**src/rtl/core/mrrb_pkg.sv**
```systemverilog
`timescale 1ns / 1ps
// ----------------------------------------------------------------------------
// mrrb_pkg
// types, codes and state encoding shared by the ring buffer modules
// ----------------------------------------------------------------------------
package mrrb_pkg;

    localparam logic [2:0] OP_WRITE  = 3'd0;
    localparam logic [2:0] OP_READ   = 3'd1;
    localparam logic [2:0] OP_FLUSH  = 3'd2;
    localparam logic [2:0] OP_ATTACH = 3'd3;
    localparam logic [2:0] OP_CLOSE  = 3'd4;

    localparam logic [1:0] ST_OK         = 2'd0;
    localparam logic [1:0] ST_EMPTY_FULL = 2'd1;
    localparam logic [1:0] ST_NOT_OPEN   = 2'd2;
    localparam logic [1:0] ST_NO_SLOT    = 2'd3;

    typedef struct packed {
        logic [2:0] operation;
        logic [7:0] client_id;
        logic       end_select;
        logic [7:0] data_in;
    } in_word_t;

    typedef struct packed {
        logic [1:0]  status;
        logic [7:0]  data_out;
        logic [11:0] reclaimed;
        logic        released;
    } out_word_t;

    typedef enum logic [2:0] {
        S_IDLE,
        S_SCAN,
        S_EXEC,
        S_RDWAIT,
        S_OUT
    } state_t;

    typedef struct packed {
        logic load;
        logic scan;
        logic exec;
        logic capture;
    } cmd_t;

    typedef struct packed {
        logic scan_done;
        logic read_pending;
    } sts_t;

endpackage

```
**src/rtl/core/mrrb_ctrl.sv**
```systemverilog
`timescale 1ns / 1ps
// ----------------------------------------------------------------------------
// mrrb_ctrl
// sequencer: load word, scan slots, execute, wait for ram, present result
// ----------------------------------------------------------------------------
module mrrb_ctrl (
    input  logic              aclk,
    input  logic              aresetn,
    input  logic              s_valid,
    output logic              s_ready,
    output logic              m_valid,
    input  logic              m_ready,
    output mrrb_pkg::cmd_t    cmd,
    input  mrrb_pkg::sts_t    sts
);
    mrrb_pkg::state_t state_reg, state_next;

    always_ff @(posedge aclk) begin
        if (!aresetn) begin
            state_reg <= mrrb_pkg::S_IDLE;
        end else begin
            state_reg <= state_next;
        end
    end

    always_comb begin
        state_next = state_reg;
        unique case (state_reg)
            mrrb_pkg::S_IDLE: begin
                if (s_valid) state_next = mrrb_pkg::S_SCAN;
            end
            mrrb_pkg::S_SCAN: begin
                if (sts.scan_done) state_next = mrrb_pkg::S_EXEC;
            end
            mrrb_pkg::S_EXEC: begin
                state_next = sts.read_pending ? mrrb_pkg::S_RDWAIT : mrrb_pkg::S_OUT;
            end
            mrrb_pkg::S_RDWAIT: state_next = mrrb_pkg::S_OUT;
            mrrb_pkg::S_OUT: begin
                if (m_ready) state_next = mrrb_pkg::S_IDLE;
            end
            default: state_next = mrrb_pkg::S_IDLE;
        endcase
    end

    always_comb begin
        cmd = '0;
        s_ready = 1'b0;
        m_valid = 1'b0;
        unique case (state_reg)
            mrrb_pkg::S_IDLE: begin
                s_ready  = 1'b1;
                cmd.load = s_valid;
            end
            mrrb_pkg::S_SCAN:   cmd.scan = 1'b1;
            mrrb_pkg::S_EXEC:   cmd.exec = 1'b1;
            mrrb_pkg::S_RDWAIT: cmd.capture = 1'b1;
            mrrb_pkg::S_OUT:    m_valid = 1'b1;
            default: ;
        endcase
    end
endmodule

```
**config.mk**
```make
export PLATFORM = sky130hd
export DESIGN_NAME = mrrb_ctrl
export DESIGN_NICKNAME = d
export VERILOG_FILES = /design/src/rtl/core/mrrb_pkg.sv /design/src/rtl/core/mrrb_ctrl.sv
export SDC_FILE = /design/constraint.sdc
export NUM_CORES = 1
export LEC_CHECK = 0
export ABC_AREA = 1
export BUFFER_PORTS_ARGS = -buffer_cell sky130_fd_sc_hd__buf_2
export CAP_MARGIN = 20
export CORE_AREA = 2 2 39 41
export CTS_CLUSTER_DIAMETER = 120
export DETAILED_ROUTE_END_ITERATION = 6
export DIE_AREA = 0 0 41 43
export PLACE_DENSITY = 0.44
export SLEW_MARGIN = 15
export SYNTH_ARGS = -nofsm -noshare
export SYNTH_HDL_FRONTEND = slang
export SYNTH_SLANG_ARGS = --single-unit
```
**constraint.sdc**
```tcl
create_clock -name aclk -period 0.9 [get_ports aclk]
set_input_delay 0.225 -clock aclk [delete_from_list [all_inputs] [get_ports aclk]]
set_output_delay 0.225 -clock aclk [all_outputs]
set_load 0.02 [all_outputs]
```
-- Word level (Yosys, flattened, before mapping)
Index checks and enable logic that the tools add are counted.
- register bits: 3
- input bits: 6
- logic and storage cells: 21
- output and inout bits: 6
- reduce and logical (&&, ||, !) cells: 2
- equal/unequal tests: 7
- mux-type cells: 11
- operator list (cell ; count):
    case mux 3 bit (5 select lines) ; 1
    2-to-1 mux 3 bit ; 4
    == test 3 x 2 -> 1 bit (second input constant) ; 2
    2-to-1 mux 1 bit ; 6
    inequality test 2 bit (second input constant) ; 3
    == test 3 x 1 -> 1 bit (second input constant) ; 1
    == test 3 bit (second input constant) ; 1
    logical NOT 3 bit ; 1
    AND reduction 3 bit ; 1

-- Logic depth before layout (Yosys ltp)
Gate-level depths: netlist (run 1).
- depth after elaboration: 3
- mapped depth: 8
- mapped depth without buffers: 8

-- Worst setup path before layout (run 1)
Ideal clock, no wire load.
- path kind: flip-flop to output port
- from: register state_reg[0]
- to: output port cmd[3] in the netlist's numbering
- setup slack: -0.289 ns
- required time: 0.675 ns
- arrival: 0.964 ns
- cell stages (with the launch flop): 4
- cells stage by stage: dfxtp_1 -> inv_2 -> nand2_1 -> nor3_1
- RTL lines (what ; line ; text):
    start: declaration ; mrrb_ctrl.sv:16 ; mrrb_pkg::state_t state_reg, state_next;
    start signal: assignment ; mrrb_ctrl.sv:20 ; state_reg <= mrrb_pkg::S_IDLE;
    start signal: assignment ; mrrb_ctrl.sv:22 ; state_reg <= state_next;
    end: declaration ; mrrb_ctrl.sv:13 ; output mrrb_pkg::cmd_t cmd,

==> reports/qor.txt, run 1 <==
Area of the mapped netlist -> 211.5 um2
Unrepaired setup endpoints after global routing -> yes
Mean instance size in the synthesized netlist -> 5.565 um2
Setup TNS after final layout -> -1.970 ns
Worst slack on hold paths -> 0.2273 ns
Initial standard-cell utilization of the core -> 15.28%
NumNets Final -> 66
Depth of the worst register-to-register path -> 7
Post-route DRC violation count -> 0
Design Power -> 1.175 mW
Hold Buf Count CTS -> 0
Category of the worst setup path capture point -> primary output
Final hold violation count -> 0
Complex-gate fraction of the synthesized area -> 8.284%
Core Box Area -> 1384 um2
Clock Latency Late Sink -> 0.23 ns
Lkg Pwr -> 0.2385 nW
I/O Buffers -> 11
Worst-path clk slew -> 0.04 ns
Instance area at placement -> 349.1 um2
Vias in the first global route -> 269
Launch point of the worst reg-to-reg path -> state_reg[2]$_SDFFE_PN0P_
1st-pass router iterations -> 4
Shortest clock period the worst path allows after layout -> 1.232 ns
Layout Utilization -> 35.44%
Main combinational cell family by area after synthesis -> simple AND/OR/NAND/NOR gates
Post-route design area -> 490.5 um2
Cell at the root of the clock tree -> sky130_fd_sc_hd__clkbuf_4
Simple-gate portion of the synthesized area -> 45.56%
Actual transition at the worst max-transition pin -> 0.2520 ns
Register Area -> 68.82 um2
Critical path capture point -> cmd[1]
Setup Viol. Count Final -> 8
Flop2flop setup slack -> -0.09 ns
Number of flip-flops under the largest register name -> 3
Total area of multi-input combinational cells -> 190.2 um2
Clock Sink Count -> 3
Level count of the clock H-tree -> 1
TritonCTS buffer count -> 3
Fraction of the yosys area taken by sequential cells -> 28.40%
Vias per std cell -> 4.000
Die area -> 1763 um2
Number of storage elements in the synthesis netlist -> 3
Number of antenna violations at the first check in global routing -> 0
Maximum fanout count along the critical path -> 4
Synth Area in Adders -> 0%
IO Count -> 12
Routability cong. -> 0.6953
DRT iter0 DRCs -> 3
Antenna Diode Count -> 0
Netlist cell types -> 12
Gr ovfl total -> 0
CP Data Arrival Time -> 1.01 ns
Number of inserted filler cells in the final layout -> 154
Peak Freq -> 811.9 MHz
Nature of the critical path startpoint -> flip-flop
Count of non-filler cells in the finished layout -> 75
Number of routed nets with antenna violations -> 0
Crit Path Class -> reg2out
Worst-case vdd ir drop -> 836.0 uV
Cells after Synth -> 38
Post-synthesis mux area share -> 0%
Relative slew slack -> 83.10%
Die boundary height -> 43 um
Count of vias placed by the detailed router -> 300
Number of rows in the core area -> 14
Average wire length per cell after detail routing -> 7.773 um
Number of max-capacitance violations reported -> 0
Capturing point of the worst reg2reg path -> state_reg[0]$_SDFFE_PN0P_
Critical path data required time -> 0.67 ns
Wire length reported by the detailed router -> 583 um
First-pass GRT wire length -> 903 um
Net count after synthesis -> 44
Half-perimeter wire length after placement -> 444.4 um
CTS tree -> done
Overall fraction of global-route tracks in use -> 7.924%
Slack of the critical path -> -0.3317 ns
Launch point of the critical path -> state_reg[1]$_SDFFE_PN0P_
Number of placed instances with taps included -> 69
Setup WS pre-CTS -> -0.1409 ns
Largest net degree at the start of global routing -> 8
Status -> finished, violations left
PD cells -> 2396 nW/um2
Worst min path class -> in2reg
Violated checks -> setup timing
Yosys synthesis warning count -> 0
Portion of the clock cycle consumed by the worst path in the final layout -> 136.9%
Maximum count of clock buffers along a single path -> 2
XOR/XNOR Fraction of Synth Area -> 0%
Max-slew violations -> 0
Die Wd -> 41 um
Layout overhead on the synthesized area -> 132.0%
Fraction of final layout cells with drive strength greater than 1 -> 66.10%
Worst Clk Skew -> 0.0008794 ns
[metal layers]
| metal | global-route usage, % | vias up | wire [um] |
|---|---|---|---|
| li1 | - | 159 | - |
| met1 | 8.654 | 134 | 259 |
| met2 | 10.63 | 7 | 300 |
| met3 | 4.712 | 0 | 23 |
| met4 | 6.000 | 0 | 0 |
| met5 | 0 | - | 0 |
[worst min-delay path by stage]
stage	from	to	slack (ns)	cells past startpoint
2_1_floorplan	aresetn	state_reg[0]$_SDFFE_PN0P_	0.34	2
3_3_place_gp	aresetn	state_reg[0]$_SDFFE_PN0P_	0.46	3
3_5_place_dp	aresetn	state_reg[0]$_SDFFE_PN0P_	0.46	3
4_1_cts	aresetn	state_reg[0]$_SDFFE_PN0P_	0.22	3
5_1_grt	aresetn	state_reg[0]$_SDFFE_PN0P_	0.23	3
6_report	aresetn	state_reg[0]$_SDFFE_PN0P_	0.23	3
[where the power goes]
group	internal, mW	total (mW)	switching (mW)	leakage [nW]
sequential	0.168	0.214	0.0459	0.0264
combinational	0.351	0.729	0.378	0.197
clock	0.166	0.232	0.0664	0.0150
total	0.685	1.18	0.490	0.238
[layout by cell type (no fill, tap or decap)]
cell type                  count
sky130_fd_sc_hd__nand2_1       5
sky130_fd_sc_hd__a21oi_1       1
sky130_fd_sc_hd__nor2_4        6
sky130_fd_sc_hd__buf_4         4
sky130_fd_sc_hd__buf_2         5
sky130_fd_sc_hd__inv_2         3
sky130_fd_sc_hd__nand3b_1      1
sky130_fd_sc_hd__nor2_1        4
sky130_fd_sc_hd__inv_1         6
sky130_fd_sc_hd__dfxtp_4       2
sky130_fd_sc_hd__nand3_2       3
sky130_fd_sc_hd__clkbuf_1      1
sky130_fd_sc_hd__inv_4         1
sky130_fd_sc_hd__buf_6         8
sky130_fd_sc_hd__a211oi_1      1
sky130_fd_sc_hd__nand2_4       1
sky130_fd_sc_hd__clkbuf_4      3
sky130_fd_sc_hd__nand2_2       1
sky130_fd_sc_hd__dfxtp_2       1
sky130_fd_sc_hd__nor3_4        1
sky130_fd_sc_hd__o21ai_0       1
[critical path: stages (launching register included)]
cell and delay [ns]:
sky130_fd_sc_hd__dfxtp_4 0.37, sky130_fd_sc_hd__inv_4 0.05, sky130_fd_sc_hd__nor2_4 0.08, sky130_fd_sc_hd__inv_2 0.06, sky130_fd_sc_hd__nor2_4 0.09, sky130_fd_sc_hd__buf_6 0.12
[cells by family after synthesis]
family,after synthesis
compound gates,3
flops,3
buf+inv,10
simple gates,22
[Yosys cell counts]
master	count	area share [%]
sky130_fd_sc_hd__a211oi_1	1	3.6
sky130_fd_sc_hd__nor2_1	8	14
sky130_fd_sc_hd__o21ai_0	1	2.4
sky130_fd_sc_hd__nand3b_1	1	3.6
sky130_fd_sc_hd__nor2_2	2	5.9
sky130_fd_sc_hd__nor3_1	1	2.4
sky130_fd_sc_hd__nand2_1	7	12
sky130_fd_sc_hd__inv_1	9	16
sky130_fd_sc_hd__a21oi_1	1	2.4
sky130_fd_sc_hd__nand3_1	3	7.1
sky130_fd_sc_hd__dfxtp_1	3	28
sky130_fd_sc_hd__inv_2	1	1.8
[what timing repair did]
item                       CTS  global route
pin swaps                    8             4
setup endpoints to repair    8             9
gates resized for setup     27             0
buffers inserted             2             1
[final cells by class]
cell class	count	share of cell area, %
Timing Repair Buffer	17	29.59
Inverter	10	8.163
Tap cell	16	4.082
Clock buffer	4	5.357
Sequential cell	3	14.03
Multi-Input combinational cell	25	38.78
Note: power is estimated with default switching activity, not from simulation.
==> run 2, diff against run 1 <==
--- a/config.mk
+++ b/config.mk
@@ -5,14 +5,12 @@
 export SDC_FILE = /design/constraint.sdc
 export NUM_CORES = 1
 export LEC_CHECK = 0
-export ABC_AREA = 1
 export BUFFER_PORTS_ARGS = -buffer_cell sky130_fd_sc_hd__buf_2
-export CAP_MARGIN = 20
 export CORE_AREA = 2 2 39 41
 export CTS_CLUSTER_DIAMETER = 120
 export DETAILED_ROUTE_END_ITERATION = 6
 export DIE_AREA = 0 0 41 43
-export PLACE_DENSITY = 0.44
+export PLACE_DENSITY = 0.41
 export SLEW_MARGIN = 15
 export SYNTH_ARGS = -nofsm -noshare
 export SYNTH_HDL_FRONTEND = slang
==> run 2 against run 1 <==
The run still ends with setup timing left; critical endpoint is now cmd[3]; largest cell class unchanged; fmax shrank 1.6%; global-route usage shrank 0.49 points; count of clock-buffer cells in the layout is the same; highest routed layer unchanged; synthesized cell count shrank 42%; flip-flop and latch count is the same.
==> reports/qor.txt, run 2 <==
Fraction of final layout cells with drive strength greater than 1 -> 79.55% (+13 points)
NumNets Final -> 51 (-23%)
Relative slew slack -> 87.86% (+4.8 points)
Peak Freq -> 799.3 MHz (-1.6%)
TritonCTS buffer count -> 3 (unchanged)
Worst slack on hold paths -> 0.2174 ns (-0.009964 ns)
Setup Viol. Count Final -> 8 (unchanged)
Worst-case vdd ir drop -> 424.4 uV (-49%)
Layout overhead on the synthesized area -> 159.7%
Final hold violation count -> 0 (unchanged)
Share of async-settable or async-resettable flops after synthesis -> 0% (unchanged)
Worst Clk Skew -> 0.001294 ns (+0.0004143 ns)
Vias in the first global route -> 230 (-14%)
Cell taking the most area after synthesis -> sky130_fd_sc_hd__dfxtp_1
Number of antenna violations at the first check in global routing -> 0 (unchanged)
Layout Utilization -> 32.64% (-2.8 points)
Core Box Area -> 1384 um2 (unchanged)
DRT iter0 DRCs -> 0 (-3)
Unrepaired setup endpoints after global routing -> yes
PD cells -> 1293 nW/um2 (-46%)
Instance area at placement -> 336.6 um2 (-3.6%)
Initial standard-cell utilization of the core -> 12.57% (-2.7 points)
Vias per std cell -> 3.733 (-6.7%)
Clock Sink Count -> 3 (unchanged)
Max-slew violations -> 0 (unchanged)
Level count of the clock H-tree -> 1 (unchanged)
Lkg Pwr -> 0.1873 nW (-21%)
Maximum count of clock buffers along a single path -> 2 (unchanged)
Leading cell types by total area after synthesis -> sky130_fd_sc_hd__dfxtp_1, sky130_fd_sc_hd__nand2b_1, sky130_fd_sc_hd__a21oi_1, sky130_fd_sc_hd__nor3b_2, sky130_fd_sc_hd__nor3_1
Average wire length per cell after detail routing -> 8.367 um (+7.6%)
Most common library cell in the layout ignoring fill and taps -> sky130_fd_sc_hd__buf_6
Gr ovfl total -> 0 (unchanged)
Slack of the critical path -> -0.3512 ns (-0.01943 ns)
Portion of the clock cycle consumed by the worst path in the final layout -> 139.0% (+2.2 points)
Routability cong. -> 0.7175 (+3.2%)
Most frequently used cell type in the post-synthesis netlist -> sky130_fd_sc_hd__nand2b_1
Number of flip-flops under the largest register name -> 3 (unchanged)
Die Wd -> 41 um (unchanged)
Violated checks -> setup timing
Netlist cell types -> 13 (+1)
Met1 Use GR -> 7.742% (-0.91 points)
Nature of the critical path startpoint -> flip-flop
Cell at the root of the clock tree -> sky130_fd_sc_hd__clkbuf_4
Number of max-capacitance violations reported -> 0 (unchanged)
Crit Path Class -> reg2out
Global-route layer with the greatest usage -> met2
1st-pass router iterations -> 1 (-3)
Post-route design area -> 451.7 um2 (-7.9%)
Half-perimeter wire length after placement -> 409.6 um (-7.8%)
Status -> finished, violations left
Overall fraction of global-route tracks in use -> 7.437% (-0.49 points)
Number of rows in the core area -> 14 (unchanged)
Post-synth top cells -> sky130_fd_sc_hd__nand2b_1, sky130_fd_sc_hd__a21oi_1, sky130_fd_sc_hd__dfxtp_1
Antenna Diode Count -> 0 (unchanged)
Worst-path clk slew -> 0.03 ns (about the same)
Cells after Synth -> 22 (-42%)
Count of vias placed by the detailed router -> 224 (-25%)
Fraction of synthesized cell area taken by the top area cell type -> 34.53% (+6.1 points)
Fraction of the yosys area taken by sequential cells -> 34.53% (+6.1 points)
Commonest cells after routing, fill and taps aside -> sky130_fd_sc_hd__buf_6, sky130_fd_sc_hd__buf_2, sky130_fd_sc_hd__buf_4
Number of routed nets with antenna violations -> 0 (unchanged)
I/O Buffers -> 11 (unchanged)
Count of non-filler cells in the finished layout -> 60 (-20%)
Setup TNS after final layout -> -1.988 ns (-0.01763 ns)
Number of placed instances with taps included -> 53 (-23%)
Largest net degree at the start of global routing -> 7 (-1)
Area of the mapped netlist -> 173.9 um2 (-18%)
Net count after synthesis -> 28 (-36%)
CP Data Arrival Time -> 1.03 ns (+0.02 ns)
Shortest clock period the worst path allows after layout -> 1.251 ns (+0.01943 ns)
Critical path data required time -> 0.67 ns (about the same)
Flip-flop cell with the highest count after synthesis -> sky130_fd_sc_hd__dfxtp_1
Actual transition at the worst max-transition pin -> 0.1819 ns (-0.07011 ns)
Category of the worst setup path capture point -> primary output
Number of flops mapped to enable cells by yosys -> 0 (unchanged)
Post-route DRC violation count -> 0 (unchanged)
Hold Buf Count CTS -> 0 (unchanged)
Global routing usage on met2 -> 10.00% (-0.62 points)
Worst min path class -> in2reg
IO Count -> 12 (unchanged)
Die boundary height -> 43 um (unchanged)
Wire length reported by the detailed router -> 502 um (-14%)
Yosys synthesis warning count -> 0 (unchanged)
First-pass GRT wire length -> 828 um (-8.3%)
Clock Latency Late Sink -> 0.23 ns (about the same)
CTS tree -> done
Met3 Track Usage GR -> 3.141% (-1.6 points)
Maximum fanout count along the critical path -> 5 (+1)
Number of storage elements in the synthesis netlist -> 3 (unchanged)
Mean instance size in the synthesized netlist -> 7.905 um2 (+42%)
Die area -> 1763 um2 (unchanged)
==> run 2: changes by cell type in the layout (fill, tap and decap cells not counted), sizes merged, moves of 2 or more <==
cell,previous run,this run
nand3,3,1
nand2,7,0
inv,10,1
a21oi,1,3
nand2b,0,4
nor2,10,2
==> run 2: metrics by stage <==
step	power (mW)	worst slack (ns)
2_1_floorplan	0.2503	-0.2000
5_1_grt	0.6249	-0.4088
4_1_cts	0.5885	-0.3725
6_report	0.5841	-0.3512
3_5_place_dp	0.3020	-0.1694
3_3_place_gp	0.3021	-0.1648
==> run 2: report_power, final <==
part / internal [mW] / total (mW) / switching [mW]
combinational: 0.112 / 0.193 / 0.0812
clock: 0.166 / 0.231 / 0.0654
sequential: 0.139 / 0.159 / 0.0208
total: 0.417 / 0.584 / 0.167
==> run 2: critical path, cell delays in order (launching register included) <==
cell,delay (ns)
sky130_fd_sc_hd__dfxtp_4,0.35
sky130_fd_sc_hd__nor3_4,0.18
sky130_fd_sc_hd__and2_4,0.16
sky130_fd_sc_hd__buf_6,0.10
==> run 2: logic make-up (layout without fill, tap and decap cells) <==
logic type,count (synthesis),count (layout),share of synthesized area (%)
simple gates,13,13,46.05
buf+inv,1,23,2.156
compound gates,5,5,17.27
flops,3,3,34.53
==> run 2: final timing paths <==
path | endpoint | slack, ns | depth (start not counted) | from
setup / recovery | cmd[3] | -0.35 | 3 | state_reg[2]$_SDFFE_PN0P_
hold / removal | state_reg[2]$_SDFFE_PN0P_ | 0.22 | 2 | aresetn
setup reg to reg | state_reg[0]$_SDFFE_PN0P_ | -0.07 | 4 | state_reg[0]$_SDFFE_PN0P_
hold reg to reg | state_reg[0]$_SDFFE_PN0P_ | 0.61 | 2 | state_reg[2]$_SDFFE_PN0P_
==> run 2: cell type report <==
class,instances,area [um2]
inverter,1,6.256
sequential,3,71.32
tap,16,20.02
clock buffer,4,26.28
timing repair buffer,18,152.6
fill,150,932.1
multi-input combinational,18,175.2
==> run 2: repair_timing <==
item | CTS | global route
pin swaps | 3 | 2
gates resized for setup | 15 | 5
endpoints found under the setup margin | 7 | 9
setup buffers | 2 | 1
==> run 2: layer usage <==
layer  share of wire, %  wire [um]
met1                 44        221
met2                 52        262
met3                3.6         18
met4                  0          0
met5                  0          0
